==> config.mk <==
export PLATFORM = sky130hd
export DESIGN_NAME = qthp_scale
export DESIGN_NICKNAME = d
export VERILOG_FILES = /design/src/rtl/core/qthp_pkg.sv /design/src/rtl/core/qthp_scale.sv
export SDC_FILE = /design/constraint.sdc
export NUM_CORES = 1
export LEC_CHECK = 0
export ABC_AREA = 1
export BUFFER_PORTS_ARGS = -buffer_cell sky130_fd_sc_hd__buf_2
export CORE_ASPECT_RATIO = 1.25
export CORE_MARGIN = 2
export CORE_UTILIZATION = 55
export DETAILED_ROUTE_END_ITERATION = 16
export PLACE_DENSITY_LB_ADDON = 0.1
export SETUP_SLACK_MARGIN = 0.02
export SLEW_MARGIN = 20
export SYNTH_ARGS = -nofsm -noshare
export SYNTH_HDL_FRONTEND = slang
export SYNTH_SLANG_ARGS = --single-unit
export TNS_END_PERCENT = 30
==> constraint.sdc <==
create_clock -name clock -period 14.1 [get_ports clock]
set_clock_uncertainty 0.1 [all_clocks]
set_input_delay 2.82 -clock clock [delete_from_list [all_inputs] [get_ports clock]]
set_output_delay 2.82 -clock clock [all_outputs]
set_load 0.01 [all_outputs]
==> src/rtl/core/qthp_pkg.sv <==
// Package for the quaternion to heading and pitch block.
// Holds the item structs, the arctangent table and fixed constants; no dependencies.
`timescale 1ns / 1ps
package qthp_pkg;

   typedef struct packed {
      logic signed [15:0] q_x;
      logic signed [15:0] q_y;
      logic signed [15:0] q_z;
      logic signed [15:0] q_w;
   } req_type;

   typedef struct packed {
      logic signed [15:0] heading_angle;
      logic signed [15:0] pitch_angle;
   } rsp_type;

   localparam int AtanEntries = 24;
   localparam int VecWidth = 52;
   localparam int AngWidth = 34;
   localparam logic signed [AngWidth-1:0] HalfPiQ30 = 34'sd1686629713;
   localparam logic signed [31:0] DegPerRadQ24 = 32'sd961263669;
   localparam logic signed [15:0] RadLimit = 16'sd25736;
   localparam logic signed [15:0] DegLimit = 16'sd23040;

   function automatic logic signed [AngWidth-1:0] atan_q30(input int idx);
      logic [31:0] v;
      case (idx)
         0: v = 32'h3243F6A8;  1: v = 32'h1DAC6705;  2: v = 32'h0FADBAFC;
         3: v = 32'h07F56EA6;  4: v = 32'h03FEAB76;  5: v = 32'h01FFD55B;
         6: v = 32'h00FFFAAA;  7: v = 32'h007FFF55;  8: v = 32'h003FFFEA;
         9: v = 32'h001FFFFD; 10: v = 32'h000FFFFF; 11: v = 32'h0007FFFF;
         12: v = 32'h0003FFFF; 13: v = 32'h0001FFFF; 14: v = 32'h0000FFFF;
         15: v = 32'h00007FFF; 16: v = 32'h00003FFF; 17: v = 32'h00001FFF;
         18: v = 32'h00000FFF; 19: v = 32'h000007FF; 20: v = 32'h000003FF;
         21: v = 32'h000001FF; 22: v = 32'h000000FF; 23: v = 32'h0000007F;
         default: v = 32'h0;
      endcase
      return {2'b00, v};
   endfunction

endpackage

==> src/rtl/core/qthp_scale.sv <==
// Output scaling of a Q.30 radian angle to Q3.13 radians or Q8.7 degrees.
// Uses qthp_pkg; two register stages (multiply, then round and clamp).
`timescale 1ns / 1ps
module qthp_scale (
   input  logic                                 clock,
   input  logic                                 degree_mode,
   input  logic signed [qthp_pkg::AngWidth-1:0] in_angle,
   output logic signed [15:0]                   out_angle
);
   import qthp_pkg::*;

   logic signed [65:0] prod_ff;
   logic signed [AngWidth-1:0] ang_ff;
   logic               deg_ff;
   logic signed [15:0] res_ff;
   logic signed [65:0] dsum;
   logic signed [18:0] dr;
   logic signed [AngWidth:0] rsum;
   logic signed [17:0] rr;
   logic signed [15:0] res_in;

   always_comb begin
      dsum = prod_ff + (66'sd1 <<< 46);
      dr = 19'(dsum >>> 47);
      rsum = (AngWidth+1)'(ang_ff) + (35'sd1 <<< 16);
      rr = 18'(rsum >>> 17);
      if (deg_ff) begin
         if (dr > 19'(DegLimit)) res_in = DegLimit;
         else if (dr < -19'(DegLimit)) res_in = -DegLimit;
         else res_in = 16'(dr);
      end else begin
         if (rr > 18'(RadLimit)) res_in = RadLimit;
         else if (rr < -18'(RadLimit)) res_in = -RadLimit;
         else res_in = 16'(rr);
      end
   end

   always_ff @(posedge clock) begin
      prod_ff <= 66'(in_angle) * 66'(DegPerRadQ24);
      ang_ff <= in_angle;
      deg_ff <= degree_mode;
      res_ff <= res_in;
   end

   assign out_angle = res_ff;
endmodule

# == After elaboration in Yosys (flattened, before gate mapping) ==
# Index checks and enable logic that the tools add are counted.
# totals
ff_bits,116
input_bits,36
output_inout_bits,16
word_cells,16
# classes
addsub,2
n_mul,1
order_cmp,4
mux,5
# op_table
operator,n
$mux W16,5
$add A65 B48 Y66 const B,1
$mul A34 B31 Y65 const B,1
$add A34 B18 Y35 const B,1
$gt A19 B16 Y1 const B,1
$lt A19 B16 Y1 const B,1
$gt A18 B16 Y1 const B,1
$lt A18 B16 Y1 const B,1

# == Depth between registers and ports, before layout ==
# Gate-level depths: netlist of the first run.
# depth
ltp_word,5
ltp_mapped,32
depth_no_buf,32

# == Least setup slack after synthesis of the first run ==
# No wires, ideal clock.
# synth_timing
path_kind,input to register
from,input port in_angle[33] (netlist bit)
to,register prod_ff[59]
setup_time_ps,112
t_arrival_ps,8852
required_ps,13888
path_slack_ps,5036
stages,20
path_buffers,1
path_cell_list,inv_1 -> buf_1 -> fa_1 -> xnor2_1 -> xor2_1 -> fa_1 -> fa_1 -> inv_1 -> fa_1 -> inv_1 -> fa_1 -> inv_1 -> ha_1 -> a21o_1 -> a31oi_1 -> o21ai_0 -> a221oi_1 -> nand2_1 -> nand2_1 -> nand2_1
# synth_between
elab_chain_cells,1
# synth_rtl
item,line_no,text
start: declaration,qthp_scale.sv:7,"input logic signed [qthp_pkg::AngWidth-1:0] in_angle,"
$mul A34 B31 Y65,qthp_scale.sv:39,prod_ff <= 66'(in_angle) * 66'(DegPerRadQ24);
end signal: assignment,qthp_scale.sv:39,
end: declaration,qthp_scale.sv:12,logic signed [65:0] prod_ff;
# Every way passes these cells.

# == Worst setup path in the final report of the first run ==
# layout_timing
from,input port in_angle[33] (netlist bit)
to,register prod_ff[54]
# Same word-level chain as after synthesis.

==> results.py, run 1 <==
metrics = {
    "place": {
        "hpwl_um": 66820,
        "portBuffers": 51,
        "dp_cells": 3321,
        "place.gp.congestion": 1.015,
    },
    "synthesis": {
        "synth_edf_count": 0,
        "yosysTopAreaCellShare": 0.3971,
        "syn_area_um2": 22840,
        "yosysTopAreaCell": "fa_1",
        "syn_inst": 2726,
        "synth_flop_cell": "dfxtp_1",
        "ys_seq_area_frac": 0.04734,
        "synthAdderAreaFrac": 0.5933,
        "synth_compound_area_frac": 0.05660,
        "synthTopCellsByArea": "fa_1 (40%), ha_1 (20%), inv_1 (13%)",
        "synth_xor_area_frac": 0.02789,
        "synth_cell_types": 41,
        "ys_async_sr_fraction": 0,
        "synth-simple-area-share": 0.1353,
        "yosys_warnings": 0,
        "synth_top_family_by_area": "adder cells",
        "ys_ff_latch": 54,
        "synthesis.nets": 3573,
        "syn_avg_cell_area_um2": 8.377,
        "synth_mux_area_frac": 0.0004383,
    },
    "worst_setup_path": {
        "critPathMostFrequentCell": "inv_1",
        "worstPathArrival_ps": 9770,
        "cpLargestDelayFamily": "adder cells",
        "crit_path_start_kind": "primary input",
        "worstPathRequired_ps": 14190,
        "worst-path-buf-inv": 9,
        "crit_type": "primary input to register",
        "crit_path_max_incr_delay_ps": 620,
        "crit_path_end_kind": "register",
        "cp_max_fo": 53,
        "critPathSlowestCell": "buf_4",
    },
    "clock_tree": {
        "clk_path_buf_depth": 2,
        "clkTransAtPathRegs_ps": 80,
        "cts.repair.resized": 0,
        "cts_root_buffer": "clkbuf_16",
        "hold_buffers": 0,
        "cts.htree.levels": 2,
        "worstSkewPairLatency_ps": 300,
        "clock-sinks": 54,
        "numCtsBuffers": 5,
        "cts_setup_buffers": 0,
        "cts_tree": "done",
    },
    "detailed_routing": {
        "drc_errors": 0,
        "dr.first_iter.drc_count": 952,
        "dr.pass1.iters": 5,
        "finalWirelength_um": 72730,
        "routed.top_layer": "met4",
        "antenna_left": 0,
        "met1_length_um": 29860,
        "dr_wl_met2_um": 35130,
        "drt-wirelength-per-cell_um": 21.83,
        "num_vias": 17790,
        "met3WireLength_um": 3281,
        "via_per_inst": 5.341,
    },
    "timing": {
        "fin_crit_sh": 0.6860,
        "fin_setup_tns_ps": 0,
        "rsz0062_at_grt": "false",
        "slew_violations": 0,
        "slew_headroom": 0.4817,
        "setup_violations": 0,
        "clock.fmax_mhz": 103.4,
        "hold_viol_final": 0,
        "min_period_ps": 9672,
        "tightest_slew_ps": 774.8,
    },
    "job": {
        "max_cap_violations": 0,
    },
    "die": {
        "core_um2": 41020,
        "die_h_um": 231.8,
        "ios": 52,
        "start_util": 0.5567,
        "die_w_um": 186.3,
        "dieArea_um2": 43180,
        "num_rows": 83,
    },
    "run_status": {
        "outcome": "complete, no violations",
    },
    "global_routing": {
        "grt-ovfl-total": 0,
        "grt_max_degree": 54,
        "grt_pass1_wl_um": 112600,
        "antenna_found_initial": 1,
        "grt_pass1_vias": 19480,
        "grt_util_all_layers": 0.3590,
    },
    "finish": {
        "nets": 3623,
        "mostFrequentLayoutCell": "inv_1",
        "fill_cells": 3884,
        "area_growth_pct": 4.636,
        "drive_gt1_frac": 0.04213,
        "final_cell_mix": "inv_1 (820), fa_1 (453), nand2_1 (381)",
        "fin_cells": 3331,
    },
    "hold_path": {
        "hp-class": "register to register",
    },
}
-- kinds of logic after synthesis --
logic type	count (synthesis)
compound gates	228
xor+xnor	71
fa+ha+maj	811
buf+inv	840
flops	54
mux	1
simple gates	721
-- metrics by stage --
stage	setup slack (ps)	utilization	area, um2	hold slack (ps)
finish	4428	0.5825	23890	513.6
global route	4154	0.5824	23890	565.7
CTS	4480	0.5824	23890	520.0
detailed placement	4158	0.5786	23740	509.4
global placement	4228	0.5786	23740	512.0
floorplan	5036	-	22840	413.3
-- tightest hold or removal path, stage by stage, from the launching register on --
cell and delay [ps]:
dfxtp_1 330, nand2_1 140, o21ai_0 90
-- final timing paths --
path	startpoint	end	slack, ps	cells past startpoint
setup / recovery	in_angle[33]	prod_ff[54]$_DFF_P_	4430	27
hold / removal	prod_ff[64]$_DFF_P_	out_angle[15]$_DFF_P_	510	2
setup reg to reg	ang_ff[16]$_DFF_P_	out_angle[0]$_DFF_P_	11470	12
hold reg to reg	prod_ff[64]$_DFF_P_	out_angle[15]$_DFF_P_	510	2
-- state kept, by name, indices dropped and copies added (netlist names) --
signal,cells
ang_ff,18
deg_ff,1
prod_ff,19
out_angle,16
-- synthesized netlist by cell type (2+ instances only) --
cell,number
a21boi_0,3
a21o_1,19
a21oi_1,86
a221oi_1,3
a31oi_1,16
buf_1,2
buf_6,3
clkbuf_1,4
dfxtp_1,54
fa_1,453
ha_1,358
inv_1,821
inv_2,9
nand2_1,381
nand2_2,4
nand3_1,85
nand3_2,7
nand3b_1,5
nand4_1,20
nor2_1,159
nor2_2,8
nor2_4,6
nor3_1,21
nor4_1,6
o211ai_1,4
o21a_1,6
o21ai_0,73
o21ai_1,4
o21bai_1,9
or2_2,18
xnor2_1,14
xor2_1,55
xor2_2,2
-- layout make-up --
class / count / area (um2) / share of cell area
Multi-Input combinational cell: 1832 / 18580 / 0.7775
Tap cell: 552 / 690.7 / 0.02891
Timing Repair Buffer: 53 / 270.3 / 0.01131
Antenna cell: 2 / 5.005 / 0.0002095
Sequential cell: 54 / 1081 / 0.04524
Inverter: 830 / 3115 / 0.1304
Clock buffer: 5 / 125.1 / 0.005236
Clock inverter: 3 / 28.78 / 0.001204
-- routing by layer --
layer | vias to the layer above | GRT usage
li1 | 8253 | -
met1 | 8844 | 0.4552
met2 | 525 | 0.6118
met3 | 170 | 0.03921
met4 | 0 | 0.1710
met5 | - | 0
Power of run 1 is left out: the tool's default activity adds up to more than one toggle a clock period on the data nets, which glitch-free logic cannot reach.
==> inputs of run 2 (changes only) <==
==> constraint.sdc (replaced) <==
create_clock -name clock -period 8.8 [get_ports clock]
set_clock_uncertainty 0.1 [all_clocks]
set_input_delay 1.76 -clock clock [delete_from_list [all_inputs] [get_ports clock]]
set_output_delay 1.76 -clock clock [all_outputs]
set_load 0.01 [all_outputs]
==> results.py, run 2 (synthesis results as in run 1) <==
metrics = {
    "worst_setup_path": {
        "r2r_setup_slack_ps": 6040,
        "r2r_start": "ang_ff[16]$_DFF_P_",
        "critPathSlowestCell": "fa_1",
        "worstPathArrival_ps": 8310,
        "critPathMostFrequentCell": "fa_1",
        "crit_path_start_kind": "primary input",
        "crit_path_end_kind": "register",
        "crit_path_max_incr_delay_ps": 550,
        "path_cells": "buf_2 -> ha_1 -> xnor2_1 -> inv_1 -> ha_1 -> or2_2 -> fa_1 -> fa_1 -> fa_1 -> fa_1 -> fa_1 -> inv_1 -> fa_1 -> inv_1 -> ha_1 -> nand2_1 -> nor2_1 -> inv_1 -> nor4_1 -> nand2_1 -> nand2_1 -> a21oi_1 -> o21ai_0 -> xor2_1",
        "cp_max_fo": 8,
        "worstPathRequired_ps": 8900,
        "r2r-end": "out_angle[0]$_DFF_P_",
        "r2r_cells": 12,
        "crit_type": "primary input to register",
    },
    "finish": {
        "fill_cells": 3898,
        "nets": 3631,
        "final_cell_mix": "inv_1 (820), fa_1 (453), nand2_1 (381)",
        "drive_gt1_frac": 0.04488,
        "mostFrequentLayoutCell": "inv_1",
        "multi_input_area_um2": 18580,
        "largest_reg_flops": 19,
        "top_register": "prod_ff",
        "area_growth_pct": 4.887,
        "fin_cells": 3338,
        "area.sequential_um2": 1081,
    },
    "clock_tree": {
        "cts.htree.levels": 2,
        "hold_buffers": 0,
        "cts.repair.resized": 0,
        "clkTransAtPathRegs_ps": 80,
        "clk_path_buf_depth": 2,
        "worstSkewPairLatency_ps": 310,
        "cts_tree": "done",
        "cts_setup_buffers": 0,
        "numCtsBuffers": 5,
        "cts_root_buffer": "clkbuf_16",
        "clock-sinks": 54,
    },
    "detailed_routing": {
        "routed.top_layer": "met4",
        "drc_errors": 0,
        "dr.first_iter.drc_count": 1080,
        "met1_length_um": 30290,
        "dr.pass1.iters": 6,
        "finalWirelength_um": 73190,
        "antenna_left": 0,
        "num_vias": 17770,
        "via_per_inst": 5.324,
        "dr_wl_met2_um": 34810,
        "drt-wirelength-per-cell_um": 21.93,
        "met3WireLength_um": 3070,
    },
    "timing": {
        "min_period_ps": 8206,
        "fin_crit_sh": 0.9325,
        "fin_setup_tns_ps": 0,
        "rsz0062_at_grt": "false",
        "setup_violations": 0,
        "slew_violations": 0,
        "clock.fmax_mhz": 121.9,
        "hold_viol_final": 0,
        "slew_headroom": 0.5786,
        "tightest_slew_ps": 632.1,
    },
    "die": {
        "dieArea_um2": 43180,
        "start_util": 0.5567,
        "die_h_um": 231.8,
        "num_rows": 83,
        "ios": 52,
        "core_um2": 41020,
        "die_w_um": 186.3,
    },
    "hold_path": {
        "min-delay-start": "deg_ff$_DFF_P_",
        "hold_depth": 2,
        "holdPathEnd": "out_angle[14]$_DFF_P_",
        "hp-class": "register to register",
    },
    "run_status": {
        "outcome": "complete, no violations",
    },
    "global_routing": {
        "grt-ovfl-total": 0,
        "grt_pass1_wl_um": 113000,
        "grt_pass1_vias": 19350,
        "antenna_found_initial": 0,
        "grt_util_all_layers": 0.3620,
        "grt_max_degree": 35,
    },
    "place": {
        "dp_cells": 3329,
        "place.gp.congestion": 1.038,
        "portBuffers": 51,
        "hpwl_um": 67050,
    },
    "job": {
        "max_cap_violations": 0,
    },
}
-- run 2: worst max-delay path by stage --
| stage | start | end | slack, ps | depth (start not counted) |
|---|---|---|---|---|
| detailed placement | in_angle[5] | prod_ff[56]$_DFF_P_ | 400 | 24 |
| global placement | in_angle[8] | prod_ff[56]$_DFF_P_ | 390 | 24 |
| finish | in_angle[5] | prod_ff[56]$_DFF_P_ | 590 | 24 |
| CTS | in_angle[5] | prod_ff[56]$_DFF_P_ | 680 | 24 |
| floorplan | in_angle[33] | prod_ff[59]$_DFF_P_ | 800 | 20 |
| global route | in_angle[5] | prod_ff[56]$_DFF_P_ | 250 | 24 |
-- run 2: through the flow --
step                area, um2  utilization  hold WS [ps]  setup slack [ps]
detailed placement      23800       0.5801         603.4             403.5
CTS                     23950       0.5838         616.0             675.9
finish                  23950       0.5839         634.1             594.2
global placement        23800       0.5801         582.8             394.8
global route            23950       0.5838         668.9             254.0
floorplan               22840            -         413.3             795.6
-- run 2: worst max-delay path, delay by kind of cell --
kind                       cells  cell delay, ps
adders and majority gates      9            3860
and+or+nand+nor                6            1330
xor gates and xnor gates       2             630
buffers and inverters          5             510
AOI/OAI and AO/OA              2             200
-- run 2: cell type report --
cell class | instances | share of cell area
Multi-Input combinational cell | 1832 | 0.7756
Inverter | 830 | 0.1301
Sequential cell | 54 | 0.04513
Tap cell | 552 | 0.02884
Timing Repair Buffer | 61 | 0.01379
Clock buffer | 5 | 0.005224
Clock inverter | 3 | 0.001201
Antenna cell | 1 | 0.0001045
-- run 2: per-layer routing --
layer | track usage | vias to the layer above
met5 | 0 | -
met4 | 0.1932 | 0
met3 | 0.03403 | 172
met2 | 0.6079 | 521
met1 | 0.4616 | 8806
li1 | - | 8271
Power of run 2 is left out for the same reason.
